File: config.mk
export PLATFORM = sky130hd
export DESIGN_NAME = c_escape_decoder_top
export DESIGN_NICKNAME = d
export VERILOG_FILES = /design/src/rtl/core/cesc_pkg.sv /design/src/rtl/core/c_escape_decoder_top.sv /design/src/rtl/core/cesc_front.sv /design/src/rtl/core/cesc_queue.sv /design/src/rtl/core/cesc_back.sv
export VERILOG_INCLUDE_DIRS = /design/src /design/src/rtl/core
export SDC_FILE = /design/constraint.sdc
export NUM_CORES = 1
export LEC_CHECK = 0
export ABC_CLOCK_PERIOD_IN_PS = 7500
export BUFFER_PORTS_ARGS = -buffer_cell sky130_fd_sc_hd__clkbuf_2
export CAP_MARGIN = 20
export CORE_AREA = 2 2 137 139
export CTS_CLUSTER_SIZE = 16
export DETAILED_ROUTE_END_ITERATION = 7
export DIE_AREA = 0 0 139 141
export PLACE_DENSITY = 0.84
export RECOVER_POWER = 50
export SETUP_SLACK_MARGIN = 0.05
export SYNTH_ARGS = -nofsm -noshare
export SYNTH_HDL_FRONTEND = slang
export SYNTH_SLANG_ARGS = --single-unit
export TNS_END_PERCENT = 1
File: constraint.sdc
create_clock -name aclk -period 7.5 [get_ports aclk]
set_input_delay 0.75 -clock aclk [delete_from_list [all_inputs] [get_ports aclk]]
set_output_delay 0.75 -clock aclk [all_outputs]
set_load 0.02 [all_outputs]
File: src/rtl/core/c_escape_decoder_top_defines.svh
// Assertion macros shared by the escape decoder RTL.
// Uses the aclk and aresetn ports of the module that expands them.
`ifndef C_ESCAPE_DECODER_TOP_DEFINES_SVH
`define C_ESCAPE_DECODER_TOP_DEFINES_SVH

`ifndef NO_ASSERTIONS
`define CESC_ASSERT(label, prop, msg) \
    label: assert property (@(posedge aclk) disable iff (!aresetn) prop) else $error(msg);
`define CESC_ASSERT_NEXT(label, pre, post, msg) \
    label: assert property (@(posedge aclk) disable iff (!aresetn) pre |=> post) else $error(msg);
`else
`define CESC_ASSERT(label, prop, msg)
`define CESC_ASSERT_NEXT(label, pre, post, msg)
`endif

`endif

File: src/rtl/core/cesc_pkg.sv
// Shared types, codes and default settings of the C escape decoder.
// No dependencies; every RTL file of the decoder imports this package.
package cesc_pkg;

    localparam int OCTAL_DIGITS_MAX_DEF = 3;
    localparam int HEX_DIGITS_MAX_DEF   = 63;
    localparam int COUNT_BITS_DEF       = 16;
    localparam int QUEUE_DEPTH_DEF      = 4;

    localparam int BYTE_W      = 8;
    localparam int CAP_W       = 16;
    localparam int OUT_COUNT_W = 16;
    localparam int DIGIT_W     = 6;
    localparam int KIND_W      = 2;
    localparam int CODE_W      = 3;

    // A hex value whose bit length reaches this is at least 2^59.
    localparam logic [DIGIT_W-1:0] HEX_RANGE_BITS = 6'd60;
    localparam logic [CAP_W-1:0]   CAPACITY_RESET = 16'd4096;

    localparam logic [KIND_W-1:0] KIND_BYTE  = 2'd0;
    localparam logic [KIND_W-1:0] KIND_END   = 2'd1;
    localparam logic [KIND_W-1:0] KIND_ERROR = 2'd2;

    localparam logic [CODE_W-1:0] ERR_NONE         = 3'd0;
    localparam logic [CODE_W-1:0] ERR_ILLEGAL      = 3'd1;
    localparam logic [CODE_W-1:0] ERR_UNTERMINATED = 3'd2;
    localparam logic [CODE_W-1:0] ERR_OVERFLOW     = 3'd3;
    localparam logic [CODE_W-1:0] ERR_HEX_RANGE    = 3'd4;

    typedef struct packed {
        logic [BYTE_W-1:0] data;
        logic              last;
        logic              is_zero;
        logic              is_bslash;
        logic              is_oct;
        logic              is_x;
        logic              is_hex;
        logic [3:0]        hex_val;
        logic              is_simple;
        logic [BYTE_W-1:0] simple_val;
    } cesc_item_t;

    typedef struct packed {
        logic [BYTE_W-1:0]      out_byte;
        logic [KIND_W-1:0]      kind;
        logic [CODE_W-1:0]      error_code;
        logic [OUT_COUNT_W-1:0] out_count;
        logic                   end_mark;
    } cesc_result_t;

endpackage

File: src/rtl/core/c_escape_decoder_top.sv
// Top level of the streaming C escape decoder with its capacity register.
// Depends on cesc_pkg, cesc_front, cesc_queue and cesc_back.
//
// The block takes one source byte per request and returns decoded bytes, an end result or an
// error result on the output stream. Each result takes its own step of the back-end decoder,
// and a byte that closes an octal or hex run can yield up to three results (the flushed escape
// byte, its own byte and the end result). A queue of QUEUE_DEPTH classified bytes lies
// between the front end and the decoder; a registered result stage holds a result until it is
// taken, while the queue keeps the input flowing until it is full. The user must write the
// capacity register on its own channel only while the block is idle; it is not enforced.
module c_escape_decoder_top import cesc_pkg::*; #(
    parameter int OCTAL_DIGITS_MAX = OCTAL_DIGITS_MAX_DEF,
    parameter int HEX_DIGITS_MAX   = HEX_DIGITS_MAX_DEF,
    parameter int COUNT_BITS       = COUNT_BITS_DEF,
    parameter int QUEUE_DEPTH      = QUEUE_DEPTH_DEF
) (
    input  logic             aclk,
    input  logic             aresetn,
    input  logic             s_tvalid,
    output logic             s_tready,
    input  logic [7:0]       s_tdata,   // in_byte[7:0]
    input  logic             s_tlast,   // in_last
    output logic             m_tvalid,
    input  logic             m_tready,
    output logic [23:0]      m_tdata,   // out_byte[7:0], out_count[23:8]
    output logic [7:0]       m_tuser,   // kind[1:0], error_code[4:2], zero[7:5]
    output logic             m_tlast,   // end_mark
    input  logic             cfg_valid,
    output logic             cfg_ready,
    input  logic [CAP_W-1:0] cfg_data   // capacity
);

    logic [CAP_W-1:0] capacity_reg;
    logic             q_push;
    logic             q_ready;
    cesc_item_t       push_item;
    logic             q_valid;
    logic             q_pop;
    cesc_item_t       head_item;
    cesc_result_t     result;

    assign cfg_ready = 1'b1;

    always_ff @(posedge aclk) begin
        if (!aresetn) begin
            capacity_reg <= CAPACITY_RESET;
        end else if (cfg_valid && cfg_ready) begin
            capacity_reg <= cfg_data;
        end
    end

    cesc_front u_front (
        .s_tvalid (s_tvalid),
        .s_tready (s_tready),
        .s_tdata  (s_tdata),
        .s_tlast  (s_tlast),
        .q_ready  (q_ready),
        .q_push   (q_push),
        .q_item   (push_item)
    );

    cesc_queue #(
        .DEPTH (QUEUE_DEPTH)
    ) u_queue (
        .aclk     (aclk),
        .aresetn  (aresetn),
        .wr_push  (q_push),
        .wr_ready (q_ready),
        .wr_item  (push_item),
        .rd_valid (q_valid),
        .rd_pop   (q_pop),
        .rd_item  (head_item)
    );

    cesc_back #(
        .OCTAL_DIGITS_MAX (OCTAL_DIGITS_MAX),
        .HEX_DIGITS_MAX   (HEX_DIGITS_MAX),
        .COUNT_BITS       (COUNT_BITS)
    ) u_back (
        .aclk     (aclk),
        .aresetn  (aresetn),
        .capacity (capacity_reg),
        .q_valid  (q_valid),
        .q_item   (head_item),
        .q_pop    (q_pop),
        .m_tvalid (m_tvalid),
        .m_tready (m_tready),
        .m_result (result)
    );

    assign m_tdata = {result.out_count, result.out_byte};
    assign m_tuser = {3'b000, result.error_code, result.kind};
    assign m_tlast = result.end_mark;

endmodule

File: src/rtl/core/cesc_front.sv
// Front end of the escape decoder: takes source bytes and classifies them.
// Depends on cesc_pkg; feeds cesc_queue.
module cesc_front import cesc_pkg::*; (
    input  logic              s_tvalid,
    output logic              s_tready,
    input  logic [BYTE_W-1:0] s_tdata,   // in_byte[7:0]
    input  logic              s_tlast,
    input  logic              q_ready,
    output logic              q_push,
    output cesc_item_t        q_item
);

    logic [BYTE_W-1:0] c;

    assign c        = s_tdata;
    assign s_tready = q_ready;
    assign q_push   = s_tvalid && q_ready;

    always_comb begin
        q_item           = '0;
        q_item.data      = c;
        q_item.last      = s_tlast;
        q_item.is_zero   = (c == 8'h00);
        q_item.is_bslash = (c == 8'h5C);
        q_item.is_oct    = (c >= 8'h30) && (c <= 8'h37);
        q_item.is_x      = (c == 8'h78);
        if ((c >= 8'h30) && (c <= 8'h39)) begin
            q_item.is_hex  = 1'b1;
            q_item.hex_val = 4'(c - 8'h30);
        end else if ((c >= 8'h61) && (c <= 8'h66)) begin
            q_item.is_hex  = 1'b1;
            q_item.hex_val = 4'(c - 8'h57);
        end else if ((c >= 8'h41) && (c <= 8'h46)) begin
            q_item.is_hex  = 1'b1;
            q_item.hex_val = 4'(c - 8'h37);
        end
        q_item.is_simple = 1'b1;
        unique case (c)
            8'h5C: q_item.simple_val = 8'h5C;
            8'h61: q_item.simple_val = 8'h07;
            8'h62: q_item.simple_val = 8'h08;
            8'h66: q_item.simple_val = 8'h0C;
            8'h6E: q_item.simple_val = 8'h0A;
            8'h72: q_item.simple_val = 8'h0D;
            8'h74: q_item.simple_val = 8'h09;
            8'h76: q_item.simple_val = 8'h0B;
            default: begin
                q_item.is_simple  = 1'b0;
                q_item.simple_val = 8'h00;
            end
        endcase
    end

endmodule

File: src/rtl/core/cesc_queue.sv
// Short queue of classified source bytes between front and back end.
// Depends on cesc_pkg and the assertion macros header.
`include "c_escape_decoder_top_defines.svh"
module cesc_queue import cesc_pkg::*; #(
    parameter int DEPTH = QUEUE_DEPTH_DEF
) (
    input  logic       aclk,
    input  logic       aresetn,
    input  logic       wr_push,
    output logic       wr_ready,
    input  cesc_item_t wr_item,
    output logic       rd_valid,
    input  logic       rd_pop,
    output cesc_item_t rd_item
);

    localparam int PTR_W = (DEPTH > 1) ? $clog2(DEPTH) : 1;
    localparam int CNT_W = $clog2(DEPTH + 1);

    cesc_item_t       mem_reg [DEPTH];
    logic [PTR_W-1:0] wr_ptr_reg, wr_ptr_next;
    logic [PTR_W-1:0] rd_ptr_reg, rd_ptr_next;
    logic [CNT_W-1:0] count_reg, count_next;
    logic             do_pop;

    assign wr_ready = (count_reg != CNT_W'(DEPTH));
    assign rd_valid = (count_reg != '0);
    assign rd_item  = mem_reg[rd_ptr_reg];
    assign do_pop   = rd_pop && rd_valid;

    always_comb begin
        wr_ptr_next = wr_ptr_reg;
        rd_ptr_next = rd_ptr_reg;
        count_next  = count_reg;
        if (wr_push) begin
            wr_ptr_next = (wr_ptr_reg == PTR_W'(DEPTH - 1)) ? '0 : wr_ptr_reg + PTR_W'(1);
        end
        if (do_pop) begin
            rd_ptr_next = (rd_ptr_reg == PTR_W'(DEPTH - 1)) ? '0 : rd_ptr_reg + PTR_W'(1);
        end
        if (wr_push && !do_pop) begin
            count_next = count_reg + CNT_W'(1);
        end else if (!wr_push && do_pop) begin
            count_next = count_reg - CNT_W'(1);
        end
    end

    always_ff @(posedge aclk) begin
        if (!aresetn) begin
            wr_ptr_reg <= '0;
            rd_ptr_reg <= '0;
            count_reg  <= '0;
        end else begin
            wr_ptr_reg <= wr_ptr_next;
            rd_ptr_reg <= rd_ptr_next;
            count_reg  <= count_next;
        end
    end

    always_ff @(posedge aclk) begin
        if (wr_push) begin
            mem_reg[wr_ptr_reg] <= wr_item;
        end
    end

    `CESC_ASSERT(a_queue_bound, (count_reg <= CNT_W'(DEPTH)), "queue holds more than its depth")

endmodule

File: src/rtl/core/cesc_back.sv
// Back end of the escape decoder: escape state machine and result register.
// Depends on cesc_pkg and the assertion macros header; reads cesc_queue.
`include "c_escape_decoder_top_defines.svh"
module cesc_back import cesc_pkg::*; #(
    parameter int OCTAL_DIGITS_MAX = OCTAL_DIGITS_MAX_DEF,
    parameter int HEX_DIGITS_MAX   = HEX_DIGITS_MAX_DEF,
    parameter int COUNT_BITS       = COUNT_BITS_DEF
) (
    input  logic             aclk,
    input  logic             aresetn,
    input  logic [CAP_W-1:0] capacity,
    input  logic             q_valid,
    input  cesc_item_t       q_item,
    output logic             q_pop,
    output logic             m_tvalid,
    input  logic             m_tready,
    output cesc_result_t     m_result
);

    typedef enum logic [2:0] {
        MODE_PLAIN,
        MODE_ESC,
        MODE_OCT,
        MODE_HEX,
        MODE_DONE
    } mode_t;

    mode_t                  mode_reg, mode_next;
    logic [BYTE_W-1:0]      value_reg, value_next;
    logic [DIGIT_W-1:0]     digits_reg, digits_next;
    logic [DIGIT_W-1:0]     bits_reg, bits_next;
    logic                   herr_reg, herr_next;
    logic [COUNT_BITS-1:0]  count_reg, count_next;
    logic                   pend_reg, pend_next;
    logic                   out_valid_reg;
    cesc_result_t           out_res_reg;

    logic                   out_free;
    logic                   step;
    logic [COUNT_BITS-1:0]  cnt_inc;
    logic [31:0]            cnt_wide;
    logic [31:0]            inc_wide;
    logic                   over;
    logic [DIGIT_W-1:0]     dig_inc;
    logic                   herr_new;
    logic [BYTE_W-1:0]      oct_val;
    logic [BYTE_W-1:0]      hex_val;
    logic                   do_put;
    logic [BYTE_W-1:0]      put_val;
    logic                   set_pend;
    logic                   do_close;
    logic [KIND_W-1:0]      close_kind;
    logic [CODE_W-1:0]      close_code;
    logic                   res_valid;
    cesc_result_t           res;

    function automatic logic [2:0] bit_len(input logic [3:0] d);
        logic [2:0] n;
        if (d[3]) begin
            n = 3'd4;
        end else if (d[2]) begin
            n = 3'd3;
        end else if (d[1]) begin
            n = 3'd2;
        end else begin
            n = {2'b00, d[0]};
        end
        return n;
    endfunction

    assign out_free = !out_valid_reg || m_tready;
    assign step     = q_valid && out_free;
    assign cnt_inc  = count_reg + COUNT_BITS'(1);
    assign cnt_wide = 32'(count_reg);
    assign inc_wide = 32'(cnt_inc);
    assign over     = (33'(count_reg) + 33'd1) >= 33'(capacity);
    assign dig_inc  = digits_reg + 6'd1;
    assign herr_new = herr_reg || (bits_reg >= HEX_RANGE_BITS);
    assign oct_val  = {value_reg[4:0], q_item.data[2:0]};
    assign hex_val  = {value_reg[3:0], q_item.hex_val};
    assign m_tvalid = out_valid_reg;
    assign m_result = out_res_reg;

    always_comb begin
        mode_next   = mode_reg;
        value_next  = value_reg;
        digits_next = digits_reg;
        bits_next   = bits_reg;
        herr_next   = herr_reg;
        count_next  = count_reg;
        pend_next   = pend_reg;
        q_pop       = 1'b0;
        do_put      = 1'b0;
        put_val     = '0;
        set_pend    = 1'b0;
        do_close    = 1'b0;
        close_kind  = KIND_END;
        close_code  = ERR_NONE;
        res_valid   = 1'b0;
        res         = '0;

        if (step) begin
            if (pend_reg) begin
                do_close = 1'b1;
            end else begin
                unique case (mode_reg)
                    MODE_PLAIN: begin
                        if (q_item.is_zero) begin
                            do_close = 1'b1;
                        end else if (over) begin
                            do_close   = 1'b1;
                            close_kind = KIND_ERROR;
                            close_code = ERR_OVERFLOW;
                        end else if (q_item.is_bslash) begin
                            if (q_item.last) begin
                                do_close   = 1'b1;
                                close_kind = KIND_ERROR;
                                close_code = ERR_UNTERMINATED;
                            end else begin
                                mode_next = MODE_ESC;
                                q_pop     = 1'b1;
                            end
                        end else begin
                            do_put  = 1'b1;
                            put_val = q_item.data;
                            if (q_item.last) begin
                                set_pend = 1'b1;
                            end else begin
                                q_pop = 1'b1;
                            end
                        end
                    end
                    MODE_ESC: begin
                        if (q_item.is_zero) begin
                            do_close   = 1'b1;
                            close_kind = KIND_ERROR;
                            close_code = ERR_UNTERMINATED;
                        end else if (q_item.is_oct) begin
                            value_next  = {5'b00000, q_item.data[2:0]};
                            digits_next = 6'd1;
                            mode_next   = MODE_OCT;
                            if ((6'd1 >= 6'(OCTAL_DIGITS_MAX)) || q_item.last) begin
                                mode_next = MODE_PLAIN;
                                do_put    = 1'b1;
                                put_val   = {5'b00000, q_item.data[2:0]};
                                set_pend  = q_item.last;
                            end
                            q_pop = !q_item.last;
                        end else if (q_item.is_x) begin
                            value_next  = '0;
                            digits_next = '0;
                            bits_next   = '0;
                            herr_next   = 1'b0;
                            mode_next   = MODE_HEX;
                            if (q_item.last) begin
                                mode_next = MODE_PLAIN;
                                do_put    = 1'b1;
                                set_pend  = 1'b1;
                            end else begin
                                q_pop = 1'b1;
                            end
                        end else if (q_item.is_simple) begin
                            mode_next = MODE_PLAIN;
                            do_put    = 1'b1;
                            put_val   = q_item.simple_val;
                            set_pend  = q_item.last;
                            q_pop     = !q_item.last;
                        end else begin
                            do_close   = 1'b1;
                            close_kind = KIND_ERROR;
                            close_code = ERR_ILLEGAL;
                        end
                    end
                    MODE_OCT: begin
                        if (q_item.is_oct) begin
                            value_next  = oct_val;
                            digits_next = dig_inc;
                            if ((dig_inc >= 6'(OCTAL_DIGITS_MAX)) || q_item.last) begin
                                mode_next = MODE_PLAIN;
                                do_put    = 1'b1;
                                put_val   = oct_val;
                                set_pend  = q_item.last;
                            end
                            q_pop = !q_item.last;
                        end else begin
                            mode_next = MODE_PLAIN;
                            do_put    = 1'b1;
                            put_val   = value_reg;
                        end
                    end
                    MODE_HEX: begin
                        if (q_item.is_hex) begin
                            herr_next   = herr_new;
                            value_next  = hex_val;
                            digits_next = dig_inc;
                            if (bits_reg == '0) begin
                                bits_next = 6'(bit_len(q_item.hex_val));
                            end else if (bits_reg < HEX_RANGE_BITS) begin
                                bits_next = bits_reg + 6'd4;
                            end
                            if ((dig_inc >= 6'(HEX_DIGITS_MAX)) || q_item.last) begin
                                mode_next = MODE_PLAIN;
                                if (herr_new) begin
                                    do_close   = 1'b1;
                                    close_kind = KIND_ERROR;
                                    close_code = ERR_HEX_RANGE;
                                end else begin
                                    do_put   = 1'b1;
                                    put_val  = hex_val;
                                    set_pend = q_item.last;
                                    q_pop    = !q_item.last;
                                end
                            end else begin
                                q_pop = 1'b1;
                            end
                        end else begin
                            mode_next = MODE_PLAIN;
                            if (herr_reg) begin
                                do_close   = 1'b1;
                                close_kind = KIND_ERROR;
                                close_code = ERR_HEX_RANGE;
                            end else begin
                                do_put  = 1'b1;
                                put_val = value_reg;
                            end
                        end
                    end
                    MODE_DONE: begin
                        if (q_item.last) begin
                            mode_next = MODE_PLAIN;
                        end
                        q_pop = 1'b1;
                    end
                    default: begin
                        mode_next = MODE_PLAIN;
                    end
                endcase
            end

            if (do_put) begin
                res_valid      = 1'b1;
                res.out_byte   = put_val;
                res.kind       = KIND_BYTE;
                res.error_code = ERR_NONE;
                res.out_count  = inc_wide[OUT_COUNT_W-1:0];
                res.end_mark   = 1'b0;
                count_next     = cnt_inc;
                if (set_pend) begin
                    pend_next = 1'b1;
                end
            end

            if (do_close) begin
                res_valid      = 1'b1;
                res.out_byte   = '0;
                res.kind       = close_kind;
                res.error_code = close_code;
                res.out_count  = cnt_wide[OUT_COUNT_W-1:0];
                res.end_mark   = 1'b1;
                mode_next      = q_item.last ? MODE_PLAIN : MODE_DONE;
                count_next     = '0;
                value_next     = '0;
                digits_next    = '0;
                bits_next      = '0;
                herr_next      = 1'b0;
                pend_next      = 1'b0;
                q_pop          = 1'b1;
            end
        end
    end

    always_ff @(posedge aclk) begin
        if (!aresetn) begin
            mode_reg      <= MODE_PLAIN;
            value_reg     <= '0;
            digits_reg    <= '0;
            bits_reg      <= '0;
            herr_reg      <= 1'b0;
            count_reg     <= '0;
            pend_reg      <= 1'b0;
            out_valid_reg <= 1'b0;
        end else begin
            mode_reg   <= mode_next;
            value_reg  <= value_next;
            digits_reg <= digits_next;
            bits_reg   <= bits_next;
            herr_reg   <= herr_next;
            count_reg  <= count_next;
            pend_reg   <= pend_next;
            if (out_free) begin
                out_valid_reg <= res_valid;
                if (res_valid) begin
                    out_res_reg <= res;
                end
            end
        end
    end

    `CESC_ASSERT(a_pend_plain, (pend_reg |-> (mode_reg == MODE_PLAIN)), "pending end outside plain text")
    `CESC_ASSERT(a_hex_digits, ((mode_reg == MODE_HEX) |-> (digits_reg < 6'(HEX_DIGITS_MAX))), "hex run too long")
    `CESC_ASSERT_NEXT(a_pend_close, (step && pend_reg), (!pend_reg && out_valid_reg && out_res_reg.end_mark), "pending end not issued")

endmodule
==> flow_metrics.env, run 1 <==
export IMPL_status="complete, but fails checks"
export IMPL_violations="DRC, capacitance limit, slew limit"
export IMPL_antenna_found_initial=0
export IMPL_drive_above_1_share=0.129
export IMPL_rsz0062_at_grt="no"
export IMPL_ys_ff_latch=193
export IMPL_fin_tns_setup_ns=0
export IMPL_cp_common_cell="nand3_1"
export IMPL_nFillCells=1423
export IMPL_final_area_mm2=0.0107
export IMPL_max_stage_delay_ns=0.65
export IMPL_worstSetupPathType="reg2reg"
export IMPL_grtUsageMet3=0.0567
export IMPL_grt_util_met1=0.278
export IMPL_drt_first_pass_iters=8
export IMPL_io_buffers=61
export IMPL_ys_flop_type="edfxtp_1"
export IMPL_gr_usage_all_layers=0.233
export IMPL_area_growth_pct=10.7
export IMPL_switching_share=0.382
export IMPL_worst_pin_slew_ns=1.57
export IMPL_worstPathArrival_ns=6.38
export IMPL_grt_pass1_vias=7005
export IMPL_grt_max_degree=32
export IMPL_hp_class="reg2reg"
export IMPL_wl_per_cell_um=19.4
export IMPL_num_rows=50
export IMPL_nNetsFinal=968
export IMPL_grt_ovfl_total=0
export IMPL_fin_crit_ns=6.03
export IMPL_busiest_layer="met2"
export IMPL_avgSynthCellArea_um2=11.3
export IMPL_crit_required_ns=7.85
export IMPL_crit_slowest_cell="nor3_1"
export IMPL_place_ws_ns=1.71
export IMPL_fmax_mhz=166
export IMPL_syn_area_mm2=0.00969
export IMPL_worst_path_buf_inv=2
export IMPL_r2r_setup_slack_ns=1.47
export IMPL_seqPwrFrac=0.399
export IMPL_cts_buffers=17
export IMPL_async_flop_share=0
export IMPL_p_leak_nw=3.90
export IMPL_p_int_mw=2.11
export IMPL_finalCritPeriodShare=0.804
export IMPL_cellPowerDensity_mw_per_mm2=318
export IMPL_clkPwrFrac=0.264
export IMPL_die_h_um=141
export IMPL_path_cells="and3_1, nand3_1, nor3_1, nand3_1, nor3_1, xnor2_1, inv_1, ha_1, nand4_1, nor4_1, a32oi_1, nand3_1, o31a_2, o31ai_1, ha_1, inv_1, fa_1, xor2_1, or3_1, a21oi_1"
export IMPL_dpl_cell_count=1120
export IMPL_cts_path_max_buffers=2
export IMPL_cts_setup_buffers=0
export IMPL_cp_max_fo=9
export IMPL_cts_resized=0
export IMPL_gp_congestion=0.906
export IMPL_cts_sinks=193
export IMPL_fin_skew_ns=0.0104
export IMPL_cp_start_kind="flip-flop"
export IMPL_cts_root_buf="clkbuf_16"
export IMPL_crit_path_end_kind="flip-flop"
export IMPL_finalHoldViolCount=0
export IMPL_coreArea_mm2=0.0183
export IMPL_die_w_um=139
export IMPL_clk_latency_ns=0.44
export IMPL_grt_pass1_wl_um=35900
export IMPL_cts_tree="built"
export IMPL_place_area_mm2=0.0102
export IMPL_use_met2=0.400
export IMPL_final_cell_mix="edfxtp_1 (126), nand2_1 (68), dfxtp_1 (67), nor2_1 (56), inv_1 (52)"
export IMPL_post_dp_hpwl_um=15100
export IMPL_hold_buffers=0
export IMPL_detail_route_antenna_nets=0
export IMPL_largest_reg_flops=96
export IMPL_cp_top_family="simple AND/OR/NAND/NOR gates"
export IMPL_stdcell_count=1153
export IMPL_max_cap_violations=5
export IMPL_maxSlewViolCount=107
export IMPL_htree_levels=4
export IMPL_ys_types=76
export IMPL_ys_seq_area_frac=0.529
export IMPL_clk_pin_slew_ns=0.07
export IMPL_setup_slack_ns=1.47
export IMPL_multi_input_area_mm2=0.00417
export IMPL_setup_viol=0
export IMPL_viasPerCell=6.27
export IMPL_syn_instance_count=857
export IMPL_die_area_mm2=0.0196
export IMPL_ir_worst_vdd_mv=0.345
export IMPL_drc=2
export IMPL_antenna_cells=0
export IMPL_start_util=0.530
export IMPL_postRouteWirelength_um=22400
export IMPL_ioPinCount=66
export IMPL_layout_commonest_cell="edfxtp_1"
export IMPL_drt_initial_drc_count=778
export IMPL_seqCellArea_mm2=0.00512
export IMPL_p_sw_mw=1.30
export IMPL_synth_edf_count=126
export IMPL_whs_ns=0.500
export IMPL_slew_headroom=-0.0458
export IMPL_num_vias=7226
export IMPL_power_frac_comb=0.337
export IMPL_yosysWarnings=0
==> worst paths after layout <==
check,from,end,cells past startpoint
worst max register to register,u_back.count_reg[2],u_queue.count_reg[2],20
worst max-delay path,u_back.count_reg[2],u_queue.count_reg[2],20
worst min-delay path,capacity_reg[5],capacity_reg[5],2
worst min register to register,capacity_reg[5],capacity_reg[5],2
==> power groups by stage <==
stage                     logic [mW]  clock network (mW)  registers, mW
after floorplan                0.765                   0           1.43
final                           1.15               0.902           1.36
after global placement          1.09                   0           1.39
after detailed placement        1.11                   0           1.39
after global routing            1.23               0.950           1.38
after CTS                       1.13               0.914           1.37
==> metal layers <==
layer,up-vias,routed length [um]
met1,3456,8750
met2,363,11200
met5,-,0
li1,3342,-
met4,0,856
met3,65,1570
==> cells by family (layout without fill, tap and decap cells) <==
family	Yosys count	in the layout	synth area share
and+or+nand+nor	269	269	0.144
DFF	193	193	0.529
AOI/OAI and AO/OA	197	197	0.141
muxes	50	50	0.0834
other	2	4	0.000775
buffers and inverters	96	156	0.0429
xor gates and xnor gates	18	18	0.0163
adders and majority gates	32	32	0.0421
==> cells in the mapped netlist (all sizes together) (5+ instances only) <==
| cell type | number | area [um^2] |
|---|---|---|
| a21o | 6 | 45.0 |
| a21oi | 40 | 200 |
| a222oi | 5 | 50.1 |
| a22oi | 13 | 97.6 |
| a31oi | 14 | 87.6 |
| and3 | 20 | 125 |
| buf | 20 | 130 |
| clkbuf | 24 | 90.1 |
| dfxtp | 67 | 1340 |
| edfxtp | 126 | 3780 |
| ha | 31 | 388 |
| inv | 52 | 195 |
| mux2 | 6 | 67.6 |
| mux2i | 20 | 200 |
| mux4 | 24 | 541 |
| nand2 | 68 | 255 |
| nand2b | 9 | 56.3 |
| nand3 | 30 | 168 |
| nand4 | 7 | 43.8 |
| nor2 | 56 | 210 |
| nor2b | 15 | 93.8 |
| nor3 | 19 | 111 |
| nor3b | 5 | 37.5 |
| nor4 | 9 | 71.3 |
| o211ai | 5 | 42.5 |
| o21ai | 34 | 170 |
| o221ai | 6 | 52.6 |
| o22ai | 17 | 106 |
| o2bb2ai | 13 | 114 |
| o31ai | 5 | 42.5 |
| or2 | 8 | 50.1 |
| or3 | 7 | 43.8 |
| xnor2 | 14 | 123 |
==> layout make-up <==
class	count	area share
flip-flops and latches	193	0.478
multi-input cells	570	0.388
clock buffers	17	0.0397
repair buffers	72	0.0314
well taps	234	0.0273
inverters	52	0.0182
clock inverters	15	0.0171
==> worst register-to-register path: stages (launching register included) <==
cell and delay [ns]:
dfxtp_1 0.44, and3_1 0.25, nand3_1 0.14, nor3_1 0.65, nand3_1 0.38, nor3_1 0.28
xnor2_1 0.19, inv_1 0.07, ha_1 0.30, nand4_1 0.12, nor4_1 0.07, a32oi_1 0.15
nand3_1 0.33, o31a_2 0.49, o31ai_1 0.60, ha_1 0.32, inv_1 0.07, fa_1 0.45
xor2_1 0.18, or3_1 0.31, a21oi_1 0.14
==> stage by stage <==
stage	total power, mW	util
detailed placement	2.50	0.556
finish	3.42	0.587
global route	3.56	0.587
floorplan	2.19	-
global placement	2.48	0.556
CTS	3.41	0.590
Note: power is estimated with default switching activity, not from simulation.
==> run 2: changes to the inputs <==
ABC_CLOCK_PERIOD_IN_PS = 5900   (was 7500)
clock period = 5.9 ns   (was 7.5 ns; I/O delays follow)
==> flow_metrics.env, run 2 (synthesis gave the netlist of run 1 again) <==
export IMPL_die_h_um=141
export IMPL_grt_ovfl_total=0
export IMPL_cts_tree="built"
export IMPL_nNetsFinal=970
export IMPL_viasPerCell=6.24
export IMPL_worstSetupPathType="reg2reg"
export IMPL_cp_start_kind="flip-flop"
export IMPL_grt_pass1_wl_um=34600
export IMPL_crit_path_end_kind="flip-flop"
export IMPL_p_leak_nw=3.88
export IMPL_max_stage_delay_ns=0.49
export IMPL_num_vias=7202
export IMPL_post_dp_hpwl_um=14800
export IMPL_regToRegStartpoint="u_back.count_reg[0]"
export IMPL_postRouteWirelength_um=21700
export IMPL_die_w_um=139
export IMPL_drt_first_pass_iters=5
export IMPL_htree_levels=4
export IMPL_status="complete, but fails checks"
export IMPL_path_cells="ha_1, nand3_1, nor4_4, nand3_1, xnor2_1, inv_1, ha_1, a21oi_1, nand2_1, o21ai_0, nand3_1, o31a_2, o31ai_2, ha_1, inv_1, fa_1, xor2_1, or3_1, a21oi_1"
export IMPL_r2r_end="u_queue.count_reg[2]"
export IMPL_antenna_found_initial=0
export IMPL_critPathLaunch="u_back.count_reg[0]"
export IMPL_hold_buffers=0
export IMPL_start_util=0.530
export IMPL_grt_max_degree=32
export IMPL_crit_required_ns=6.28
export IMPL_cp_top_family="simple AND/OR/NAND/NOR gates"
export IMPL_cts_sinks=193
export IMPL_max_cap_violations=2
export IMPL_slew_headroom=-0.0375
export IMPL_grt_pass1_vias=6897
export IMPL_crit_slowest_cell="o31a_2"
export IMPL_gp_congestion=0.930
export IMPL_fin_tns_setup_ns=0
export IMPL_finalCritPeriodShare=0.920
export IMPL_fin_crit_ns=5.43
export IMPL_hp_class="in2reg"
export IMPL_detail_route_antenna_nets=0
export IMPL_cts_buffers=17
export IMPL_path_depth=19
export IMPL_fin_skew_ns=0.0106
export IMPL_layout_commonest_cell="edfxtp_1"
export IMPL_drt_initial_drc_count=661
export IMPL_clk_latency_ns=0.45
export IMPL_area_growth_pct=10.5
export IMPL_final_util=0.586
export IMPL_finalHoldViolCount=0
export IMPL_io_buffers=61
export IMPL_num_rows=50
export IMPL_drc=0
export IMPL_nFillCells=1460
export IMPL_worstHoldStart="cfg_data[12]"
export IMPL_cts_root_buf="clkbuf_16"
export IMPL_antenna_cells=0
export IMPL_setup_viol=0
export IMPL_cp_max_fo=9
export IMPL_drive_above_1_share=0.123
export IMPL_seqCellArea_mm2=0.00512
export IMPL_cellPowerDensity_mw_per_mm2=404
export IMPL_worstPathArrival_ns=5.80
export IMPL_die_area_mm2=0.0196
export IMPL_clk_pin_slew_ns=0.07
export IMPL_r2r_setup_slack_ns=0.47
export IMPL_wl_per_cell_um=18.8
export IMPL_worst_path_buf_inv=2
export IMPL_ioPinCount=66
export IMPL_fmax_mhz=184
export IMPL_worst_pin_slew_ns=1.56
export IMPL_violations="capacitance limit, slew limit"
export IMPL_coreArea_mm2=0.0183
export IMPL_crit_end="u_queue.count_reg[2]"
export IMPL_maxSlewViolCount=50
export IMPL_r2r_worst_path_cells=19
export IMPL_final_cell_mix="edfxtp_1 (126), nand2_1 (68), dfxtp_1 (67), nor2_1 (56), inv_1 (52)"
export IMPL_rsz0062_at_grt="no"
export IMPL_cts_path_max_buffers=2
export IMPL_gr_usage_all_layers=0.222
export IMPL_multi_input_area_mm2=0.00417
export IMPL_ir_worst_vdd_mv=0.383
export IMPL_largest_reg_flops=96
## run 2: cell types whose count changed in the layout (fill, tap and decap cells not counted), sizes merged
cell / previous run / this run
buf: 6 / 9
inv: 59 / 61
clkinv: 8 / 4
bufinv: 0 / 1
## run 2: how the worst min path moves through the flow
stage	to	cells past startpoint	slack, ns
floorplan	u_back.value_reg[5]	1	0.45
global placement	capacity_reg[11]	2	0.48
detailed placement	u_back.value_reg[7]	1	0.47
CTS	capacity_reg[12]	3	0.34
global route	capacity_reg[12]	3	0.37
finish	capacity_reg[12]	3	0.36
## run 2: report_power, final
group / switching (mW) / internal, mW / leakage [nW]
combinational: 0.966 / 0.464 / 1.82
sequential: 0.109 / 1.64 / 1.76
clock: 0.545 / 0.604 / 0.290
## run 2: per-stage QoR
step / setup slack (ns) / total power, mW / instance area, um^2 / hold WS (ns) / instances
CTS: 0.361 / 4.33 / 10800 / 0.341 / 1155
global placement: 0.593 / 3.15 / 10200 / 0.476 / 1123
finish: 0.473 / 4.33 / 10700 / 0.358 / 1155
global route: 0.195 / 4.52 / 10700 / 0.367 / 1155
detailed placement: 0.386 / 3.18 / 10200 / 0.469 / 1123
floorplan: 0.459 / 2.79 / 9700 / 0.451 / 859
## run 2: cell type report
class                           count  area share
Clock buffer                       18      0.0401
Sequential cell                   193       0.479
Timing Repair Buffer               74      0.0314
Multi-Input combinational cell    570       0.390
Tap cell                          234      0.0273
Clock inverter                     14      0.0148
Inverter                           52      0.0182
## run 2: metal layers
layer | vias to the layer above | global-route usage | routed length (um)
li1 | 3334 | - | -
met1 | 3468 | 0.275 | 8810
met2 | 326 | 0.366 | 10500
met3 | 74 | 0.0584 | 1600
met4 | 0 | 0.104 | 765
met5 | - | 0 | 0
## run 2: worst reg2reg max path: cells and delay by family, from the launching register on
| kind | cells | cell delay [ns] |
|---|---|---|
| fa+ha+maj | 4 | 1.38 |
| simple gates | 6 | 1.55 |
| buf+inv | 2 | 0.15 |
| compound gates | 5 | 1.44 |
| xor+xnor | 2 | 0.42 |
| flops | 1 | 0.43 |
## run 2: what timing repair did
action | 4_1_cts | 5_1_grt
resized for setup | 0 | 1
setup buffers | 0 | 0
setup endpoints to repair | 0 | 1
==> run 3: changes to the inputs <==
CORE_AREA = 2 2 159 161   (was 2 2 137 139)
DIE_AREA = 0 0 161 163   (was 0 0 139 141)
PLACE_DENSITY = 0.68   (was 0.84)
==> flow_metrics.env, run 3 (synthesis gave the netlist of run 1 again) <==
export IMPL_status="complete, but fails checks"
export IMPL_violations="DRC, capacitance limit, slew limit"
export IMPL_cts_tree="built"
export IMPL_coreArea_mm2=0.0247
export IMPL_hp_class="in2reg"
export IMPL_drc=1
export IMPL_fin_tns_setup_ns=0
export IMPL_setup_viol=0
export IMPL_crit_slowest_cell="o31a_2"
export IMPL_die_area_mm2=0.0262
export IMPL_ioPinCount=66
export IMPL_cp_top_family="simple AND/OR/NAND/NOR gates"
export IMPL_drt_initial_drc_count=720
export IMPL_ir_worst_vdd_mv=0.224
export IMPL_drive_above_1_share=0.124
export IMPL_cts_root_buf="clkbuf_16"
export IMPL_antenna_cells=0
export IMPL_worst_path_buf_inv=2
export IMPL_nNetsFinal=970
export IMPL_hold_buffers=0
export IMPL_crit_required_ns=6.25
export IMPL_place_area_mm2=0.0103
export IMPL_grt_pass1_wl_um=35400
export IMPL_fin_skew_ns=0.0155
export IMPL_nFillCells=2285
export IMPL_die_h_um=163
export IMPL_path_cells="ha_1, nand3_1, nor4_4, nand3_1, xnor2_1, inv_1, ha_1, a21oi_1, nand2_1, o21ai_0, nand3_1, o31a_2, o31ai_2, ha_1, inv_1, fa_1, xor2_1, or3_1, a21oi_1"
export IMPL_num_vias=7040
export IMPL_cp_start_kind="flip-flop"
export IMPL_worst_pin_slew_ns=1.62
export IMPL_fin_crit_ns=5.46
export IMPL_rsz0062_at_grt="no"
export IMPL_viasPerCell=5.63
export IMPL_cts_path_max_buffers=2
export IMPL_grt_pass1_vias=6795
export IMPL_final_area_mm2=0.0108
export IMPL_final_cell_mix="edfxtp_1 (126), nand2_1 (68), dfxtp_1 (67), nor2_1 (56), inv_1 (52)"
export IMPL_finalHoldViolCount=0
export IMPL_area_growth_pct=11.9
export IMPL_grt_ovfl_total=0
export IMPL_p_leak_nw=3.87
export IMPL_die_w_um=161
export IMPL_layout_commonest_cell="edfxtp_1"
export IMPL_cts_buffers=17
export IMPL_crit_path_end_kind="flip-flop"
export IMPL_num_rows=58
export IMPL_clk_pin_slew_ns=0.08
export IMPL_htree_levels=4
export IMPL_fmax_mhz=183
export IMPL_io_buffers=61
export IMPL_cts_sinks=193
export IMPL_worstSetupPathType="reg2reg"
export IMPL_postRouteWirelength_um=22400
export IMPL_finalCritPeriodShare=0.925
export IMPL_max_cap_violations=3
export IMPL_gp_congestion=0.874
export IMPL_wl_per_cell_um=17.9
export IMPL_post_dp_hpwl_um=15400
export IMPL_grt_max_degree=31
export IMPL_largest_reg_flops=96
export IMPL_detail_route_antenna_nets=0
export IMPL_clk_latency_ns=0.44
export IMPL_cellPowerDensity_mw_per_mm2=400
export IMPL_slew_headroom=-0.0794
export IMPL_worstPathArrival_ns=5.81
export IMPL_drt_first_pass_iters=8
export IMPL_start_util=0.393
export IMPL_max_stage_delay_ns=0.49
export IMPL_antenna_found_initial=0
export IMPL_maxSlewViolCount=81
export IMPL_gr_usage_all_layers=0.172
export IMPL_cp_max_fo=9
-- run 3: cell count changes in the layout (fill, tap and decap cells not counted) --
cell,change
clkinv_1,-1
inv_12,+2
clkinvlp_4,+1
bufinv_16,-1
inv_8,-3
clkinv_4,-1
buf_4,-1
clkinv_8,+3
clkinv_2,+1
-- run 3: final cells by class --
| cell class | instances | area [um^2] | area share |
|---|---|---|---|
| clock buffer | 17 | 425 | 0.0392 |
| timing repair buffer | 74 | 333 | 0.0307 |
| multi-input combinational | 570 | 4170 | 0.385 |
| tap | 330 | 413 | 0.0381 |
| inverter | 52 | 195 | 0.0180 |
| sequential | 193 | 5120 | 0.473 |
| clock inverter | 15 | 176 | 0.0163 |
-- run 3: worst reg2reg max path: stages (launching register included) --
cell,delay [ns]
dfxtp_1,0.43
ha_1,0.31
nand3_1,0.23
nor4_4,0.44
nand3_1,0.16
xnor2_1,0.27
inv_1,0.09
ha_1,0.33
a21oi_1,0.17
nand2_1,0.06
o21ai_0,0.18
nand3_1,0.35
o31a_2,0.49
o31ai_2,0.48
ha_1,0.28
inv_1,0.07
fa_1,0.43
xor2_1,0.17
or3_1,0.30
a21oi_1,0.14
-- run 3: layer usage --
metal	vias to the layer above	GRT usage	part of all wire
met5	-	0	0
met4	0	0.0584	0.019
met3	34	0.0303	0.059
met2	268	0.294	0.49
met1	3404	0.220	0.43
li1	3334	-	-
-- run 3: repair_timing --
item,CTS,global route
hold endpoints to repair,0,0
buffers inserted,0,0
endpoints found under the setup margin,0,1
resized for setup,0,1
-- run 3: power breakdown --
part	internal, mW	switching, mW
Combinational	0.465	0.968
Clock	0.576	0.584
Sequential	1.64	0.102
-- run 3: worst paths after layout --
check | from | end | slack [ns] | cells after the start
worst min register to register | capacity_reg[15] | capacity_reg[15] | 0.50 | 2
worst min-delay path | cfg_data[14] | capacity_reg[14] | 0.38 | 3
worst max-delay path | u_back.count_reg[0] | u_queue.count_reg[2] | 0.44 | 19
worst max register to register | u_back.count_reg[0] | u_queue.count_reg[2] | 0.44 | 19
-- run 3: through the flow --
stage	power [mW]	setup slack, ns	cells	util	hold WS (ns)
final	4.33	0.441	1251	0.439	0.379
after global routing	4.56	0.113	1251	0.439	0.389
after CTS	4.37	0.343	1251	0.442	0.348
after detailed placement	3.20	0.379	1219	0.418	0.485
after global placement	3.19	0.564	1219	0.418	0.480
after floorplan	2.79	0.459	859	-	0.451
